$ cat src/design/mf3_pkg.sv
package mf3_pkg;

  localparam int MAX_WIDTH   = 1024;
  localparam int COL_W       = $clog2(MAX_WIDTH);
  localparam int ROW_W       = 12;
  localparam int PIX_W       = 8;
  localparam int WIDTH_REG_W = 11;
  localparam int HEIGHT_REG_W = 13;
  localparam int N_TAPS      = 9;

  localparam logic [WIDTH_REG_W-1:0]  MIN_WIDTH_CFG  = 11'd3;
  localparam logic [WIDTH_REG_W-1:0]  MAX_WIDTH_CFG  = WIDTH_REG_W'(MAX_WIDTH);
  localparam logic [HEIGHT_REG_W-1:0] MIN_HEIGHT_CFG = 13'd3;
  localparam logic [HEIGHT_REG_W-1:0] MAX_HEIGHT_CFG = 13'd4096;
  localparam logic [WIDTH_REG_W-1:0]  RESET_WIDTH    = 11'd640;
  localparam logic [HEIGHT_REG_W-1:0] RESET_HEIGHT   = 13'd480;

  localparam logic REG_WIDTH  = 1'b0;
  localparam logic REG_HEIGHT = 1'b1;

  typedef logic [PIX_W-1:0] pix_t;

  // {min, max}
  function automatic logic [2*PIX_W-1:0] sort2(input pix_t a, input pix_t b);
    sort2 = (a > b) ? {b, a} : {a, b};
  endfunction

endpackage

$ cat src/design/mf3_median.sv
module mf3_median (
  input  logic          clk,
  input  logic          en,
  input  mf3_pkg::pix_t taps [mf3_pkg::N_TAPS],
  output mf3_pkg::pix_t median
);
  import mf3_pkg::*;

  pix_t a [N_TAPS];
  pix_t a_q [N_TAPS];
  pix_t b [N_TAPS];

  // first half: sort each group of three
  always_comb begin
    for (int i = 0; i < N_TAPS; i++) begin
      a[i] = taps[i];
    end
    {a[1], a[2]} = sort2(a[1], a[2]);
    {a[4], a[5]} = sort2(a[4], a[5]);
    {a[7], a[8]} = sort2(a[7], a[8]);
    {a[0], a[1]} = sort2(a[0], a[1]);
    {a[3], a[4]} = sort2(a[3], a[4]);
    {a[6], a[7]} = sort2(a[6], a[7]);
    {a[1], a[2]} = sort2(a[1], a[2]);
    {a[4], a[5]} = sort2(a[4], a[5]);
    {a[7], a[8]} = sort2(a[7], a[8]);
  end

  always_ff @(posedge clk) begin
    if (en) begin
      a_q <= a;
    end
  end

  // second half: merge down to the middle element
  always_comb begin
    for (int i = 0; i < N_TAPS; i++) begin
      b[i] = a_q[i];
    end
    {b[0], b[3]} = sort2(b[0], b[3]);
    {b[5], b[8]} = sort2(b[5], b[8]);
    {b[4], b[7]} = sort2(b[4], b[7]);
    {b[3], b[6]} = sort2(b[3], b[6]);
    {b[1], b[4]} = sort2(b[1], b[4]);
    {b[2], b[5]} = sort2(b[2], b[5]);
    {b[4], b[7]} = sort2(b[4], b[7]);
    {b[4], b[2]} = sort2(b[4], b[2]);
    {b[6], b[4]} = sort2(b[6], b[4]);
    {b[4], b[2]} = sort2(b[4], b[2]);
  end

  always_ff @(posedge clk) begin
    if (en) begin
      median <= b[4];
    end
  end

endmodule

$ cat config.mk
export PLATFORM = sky130hd
export DESIGN_NAME = mf3_median
export DESIGN_NICKNAME = d
export VERILOG_FILES = /design/src/design/mf3_pkg.sv /design/src/design/mf3_median.sv
export SDC_FILE = /design/constraint.sdc
export NUM_CORES = 1
export LEC_CHECK = 0
export ABC_AREA = 1
export BUFFER_PORTS_ARGS = -buffer_cell sky130_fd_sc_hd__buf_2
export CORE_MARGIN = 1.5
export CORE_UTILIZATION = 35
export DETAILED_ROUTE_END_ITERATION = 7
export GPL_ROUTABILITY_DRIVEN = 0
export GPL_TIMING_DRIVEN = 0
export PLACE_DENSITY_LB_ADDON = 0.05
export SLEW_MARGIN = 20
export SYNTH_ARGS = -nofsm -noshare
export SYNTH_HDL_FRONTEND = slang
export SYNTH_SLANG_ARGS = --single-unit
export TNS_END_PERCENT = 10
$ cat constraint.sdc
create_clock -name clk -period 14.3 [get_ports clk]
set_input_delay 2.86 -clock clk [delete_from_list [all_inputs] [get_ports clk]]
set_output_delay 2.86 -clock clk [all_outputs]
set_load 0.01 [all_outputs]
After elaboration in Yosys (flattened, before gate mapping):

Cells that the tools add are included.
Widths: inputs -> output; s select.

* register bits after elaboration: 80
* input port bits: 74
* word-level logic and storage cells: 48

* mux-type cells: 19
* $lt $le $gt $ge: 19

Operator list (count)
* $mux 16: 15
* $gt 8x8->1: 19
* $mux 8: 4

Depth between registers and ports, before layout:

Gate-level depths: netlist of run 1.

* depth in word-level cells: 12
* gate-level depth with buffers: 67

Worst setup path after synthesis of run 1:

OpenSTA, ideal clock, no wires.

* path kind: register to register
* from: register a_q[39] (netlist name)
* to: register median[6] (data pin)
* cell stages (with the launch flop): 51
* clock period less this slack: 8.166 ns
* library setup time: 0.254 ns
* setup slack: 6.134 ns
* data required time: 14.046 ns
* arrival: 7.912 ns
* path through: edfxtp_1 ha_1 a21o_1 nor2_1 nand2_1 nand2_2 buf_2 clkbuf_1 o21ai_0 inv_1 ha_1 a21oi_1 nor2_1 a211oi_1 nand2_2 nand2_4 buf_6 nor2_1 (+15 left out) o21ai_0 ha_1 a21oi_1 nor2_1 a211oi_1 nand2_4 nand2_4 nand2_2 and2_1 ha_1 a21oi_1 nor2_1 a211oi_1 a32oi_1 inv_1 buf_1 or2_2 nand2_1

RTL lines
* start, declared: line mf3_median.sv:10 `pix_t a_q [N_TAPS];`
* start signal, assigned: line mf3_median.sv:31 `a_q <= a;`
* end signal, assigned: line mf3_median.sv:54 `median <= b[4];`
* end, declared: line mf3_median.sv:5 `output mf3_pkg::pix_t median`

==> flow_summary.ini, run 1 <==
[yosys]
synth_ff_type = edfxtp_1
synth_top_area_share = 0.284
synthArstFlopShare = 0
yosysMostFrequentCell = nand2_1
synth_seq_cells = 80
ys_types = 34
ys_warn_count = 0
syn_area_um2 = 8450
yosys.area.top_type = edfxtp_1
synth_common_cells = 284 x nand2_1, 179 x o21ai_0, 150 x ha_1
synth_seq_area_share = 0.284
avgSynthCellArea_um2 = 7.31
synth-edff-count = 80
syn_inst = 1155
synth_area_leaders = edfxtp_1 28%, ha_1 22%, nand2_1 13%
syn-num-nets = 1379

[floorplan]
die-area_um2 = 25100
ios = 82
core-area_um2 = 23500
rows = 56
die_w_um = 158
start_util = 0.359
die-height_um = 158

[placement]
io_buffers = 81
dp_hpwl_um = 19100
dp_worst_setup_slack_ps = 4490

[grt]
grt_pass1_wl_um = 37100
antenna_found_initial = 0
grt_max_degree = 60
track_usage = 0.192
grt_pass1_vias = 7313
overflow = 0

[clock_tree]
cts_hold_buffers = 0
path_clk_slew_ps = 70
cts.sinks = 80
post_cts_resize_count = 0
clock_latency_ps = 350
cts_buffers = 9
htreeDepth = 3
cts_tree = done
postCtsSetupRepairBufs = 0
cts_buffer_depth = 2
clockRootBuffer = clkbuf_16

[outcome]
status = finished, final reports clean

[route]
vias_per_cell = 4.96
drt-total-wl_um = 22700
firstDrtPassIters = 5
routed-wl-met2_um = 10700
route.met3.wl_um = 749
wl_met1_um = 11100
drc = 0
drtAntennaViolNets = 0
drtIter0Drc = 521
wl_per_cell_um = 14.4
vias = 7802
top_layer = met4

[critical_path]
path_common_cell = nor2_1
path_class = reg2reg
crit_path_max_incr_delay_ps = 450
cp.arrival_ps = 9870
r2r_setup_slack_ps = 4520
slowest_stage = edfxtp_1
critPathCaptureType = flip-flop
crit_path_max_fanout = 10
startpoint_type = flip-flop
required_ps = 14390

[timing]
slew_headroom = 0.431
max_freq_ghz = 0.102
rsz0062_at_grt = false
hold_viol_final = 0
timing.final.crit_share = 0.684
timing.final.ws_setup_ps = 4520
fin_skew_ps = 6.98
tns_ps = 0
tightestPinTransition_ps = 847
timing.final.max_slew_violations = 0
period_needed_ps = 9780
setup_viol = 0

[layout]
finalNetCount = 1472
multi_input_area_um2 = 5430
num_antenna_cells = 0
finish.utilization = 0.406
areaGrowthSynthToFinish_pct = 13.2
fillers = 2525
seqCellArea_um2 = 2400
drive_gt1_frac = 0.109

[run]
cap_violations = 0

[min_path]
min_path_type = reg2reg
-- registers in the layout (all words and copies together), names as in the netlist --
| register | cells |
|---|---|
| median | 8 |
| a_q | 72 |
-- final timing paths --
check / from / end / depth (start not counted)
setup / recovery: a_q[37] / median[6] / 50
hold / removal: a_q[16] / median[0] / 4
setup reg to reg: a_q[37] / median[6] / 50
hold reg to reg: a_q[16] / median[0] / 4
-- critical path: cells and delay by family (launching register included) --
| family | cells | cell delay, ps |
|---|---|---|
| AND/OR/NAND/NOR | 21 | 2370 |
| AO/OA/AOI/OAI | 14 | 2580 |
| flip-flops | 1 | 450 |
| adder cells (fa/ha/maj) | 6 | 1830 |
| buffers and inverters | 9 | 2250 |
-- stage by stage --
| stage | std cells | area [um2] | hold WS [ps] |
|---|---|---|---|
| 2_1_floorplan | 1155 | 8450 | 756 |
| 3_3_place_gp | 1555 | 9250 | 906 |
| 3_5_place_dp | 1556 | 9280 | 892 |
| 4_1_cts | 1572 | 9560 | 915 |
| 5_1_grt | 1572 | 9560 | 1000 |
| 6_report | 1572 | 9560 | 912 |
-- routing by layer --
metal | vias up | track usage
li1 | 4150 | -
met3 | 9 | 0.0218
met2 | 121 | 0.328
met4 | 0 | 0.0334
met1 | 3522 | 0.265
met5 | - | 0
-- kinds of logic after synthesis --
logic type / count (synthesis) / synth area share
buffers and inverters: 162 / 0.0730
DFF: 80 / 0.284
and+or+nand+nor: 433 / 0.213
AOI/OAI and AO/OA: 330 / 0.208
adders and majority gates: 150 / 0.222
-- cell type report --
type,count,area share
buffer,33,0.0139
clock buffer,9,0.0236
clock inverter,7,0.00576
inverter,129,0.0506
multi-input combinational,913,0.568
sequential,80,0.251
tap,319,0.0417
timing repair buffer,82,0.0455
-- placed cells by master, fill, tap and decap left out, types with 5 or more instances in the layout --
master and count:
o211ai_1 9, nand2_1 284, nand4_1 5, edfxtp_1 80
nand2_2 14, clkbuf_16 9, clkbuf_1 29, ha_1 150
inv_1 126, a211oi_1 8, a21oi_1 109, nand3_1 27
nor2_1 79, and2_1 9, o21ai_0 179, o21ai_1 8
a32oi_1 5, buf_2 81
Power of run 1 is not shown: default switching activity piles up to over one toggle a cycle in this logic, so the estimate is an artifact.
==> run 2: changes to the inputs <==
==> constraint.sdc (replaced) <==
create_clock -name clk -period 8.22 [get_ports clk]
set_input_delay 1.644 -clock clk [delete_from_list [all_inputs] [get_ports clk]]
set_output_delay 1.644 -clock clk [all_outputs]
set_load 0.01 [all_outputs]
==> flow_summary.ini, run 2 (synthesized netlist as in run 1, its figures left out) <==
[layout]
num_antenna_cells = 0
finish.utilization = 0.446
finalNetCount = 1517
areaGrowthSynthToFinish_pct = 24.4
top_regs = a_q (72), median (8)
final_cell_mix = 266 x nand2_1, 165 x o21ai_0, 134 x ha_1
drive_gt1_frac = 0.206
final_common_cell = nand2_1
fin_area_um2 = 10500
seqCellArea_um2 = 2400
fin_cells = 1617
regMostFlops = a_q
fillers = 2458
largest_reg_flops = 72
multi_input_area_um2 = 5960

[critical_path]
r2r-start = a_q[37]
worstSetupEndpoint = median[1]
crit_path_max_fanout = 8
regToRegEndpoint = median[1]
path_common_cell = nand2_1
slowest_stage = edfxtp_1
startpoint_type = flip-flop
crit_start = a_q[37]
r2r_setup_slack_ps = 290
path_buf_inv = 9
path_class = reg2reg
crit_path_max_incr_delay_ps = 470
critPathCaptureType = flip-flop
r2r_cells = 52
required_ps = 8440
cp_num_cells = 52
cp.arrival_ps = 8150
path_delay_family = simple AND/OR/NAND/NOR gates

[placement]
io_buffers = 81
dp_cells = 1556
dp_hpwl_um = 19100
place_area_um2 = 9280

[timing]
fin_skew_ps = 7.87
holdWs_ps = 914
slew_headroom = 0.418
max_freq_ghz = 0.126
timing.final.crit_share = 0.965
hold_viol_final = 0
tightestPinTransition_ps = 863
period_needed_ps = 7930
timing.final.max_slew_violations = 0
setup_viol = 0

[outcome]
status = finished, final reports clean

[grt]
grt_pass1_wl_um = 37800
track_usage = 0.195
overflow = 0
grt_max_degree = 60
grt_pass1_vias = 7427
antenna_found_initial = 0

[clock_tree]
cts.sinks = 80
cts_buffers = 9
clock_latency_ps = 350
cts_tree = done
clockRootBuffer = clkbuf_16
htreeDepth = 3
path_clk_slew_ps = 70
cts_buffer_depth = 2

[min_path]
min_path_type = reg2reg

[route]
drc = 0
firstDrtPassIters = 5
wl_per_cell_um = 14.8
drtIter0Drc = 453
vias = 8083
drtAntennaViolNets = 0
drt-total-wl_um = 23900
vias_per_cell = 5.00

[floorplan]
core-area_um2 = 23500
rows = 56
die_w_um = 158
die-area_um2 = 25100
ios = 82
die-height_um = 158
start_util = 0.359

[run]
cap_violations = 0
## run 2: cell count changes in the layout (fill, tap and decap cells not counted), moves of 7 or more
cell / delta
ha_1: -16
nand2_2: +18
o21ai_0: -14
buf_4: +38
ha_4: +15
nand2_1: -18
nor2_1: -10
a21oi_2: +8
a21oi_1: -9
o21ai_2: +7
## run 2: worst min-delay path by stage
stage / start / to / cells after the start
5_1_grt: a_q[16] / median[0] / 4
6_report: a_q[16] / median[0] / 4
2_1_floorplan: a_q[16] / median[0] / 4
3_3_place_gp: a_q[16] / median[0] / 4
4_1_cts: a_q[16] / median[0] / 4
3_5_place_dp: a_q[16] / median[0] / 4
## run 2: final cells by class
type / instances / share of cell area
timing repair buffer: 126 / 0.0774
inverter: 129 / 0.0461
clock buffer: 9 / 0.0214
sequential: 80 / 0.229
clock inverter: 7 / 0.00524
buffer: 32 / 0.0162
multi-input combinational: 915 / 0.567
tap: 319 / 0.0380
## run 2: metal layers
metal / share of wire / global-route usage / wire length, um
met1: 0.48 / 0.267 / 11500
met5: 0 / 0 / 0
met3: 0.029 / 0.0218 / 694
met2: 0.48 / 0.335 / 11500
met4: 0.0096 / 0.0334 / 229
## run 2: repair_timing
item / 4_1_cts / 5_1_grt
gates cloned: 2 / 4
pin swaps: 8 / 53
setup buffers: 10 / 30
resized for setup: 43 / 94
endpoints found under the setup margin: 8 / 8
hold buffers: 0 / 0
endpoints found under the hold margin: 0 / 0
## run 2: tightest hold or removal path, stage by stage (launching register included)
cell	delay [ps]
edfxtp_1	360
o21ai_0	160
nand3_1	150
nand3_1	80
nand2_1	50
## run 2: metrics by stage
step	setup TNS, ps	worst slack, ps
after floorplan	0	54.3
after global placement	-11480	-1560
after detailed placement	-11660	-1590
after CTS	0	27.2
after global routing	-1120	-162
final	0	286
Power of run 2 is left out for the same reason.
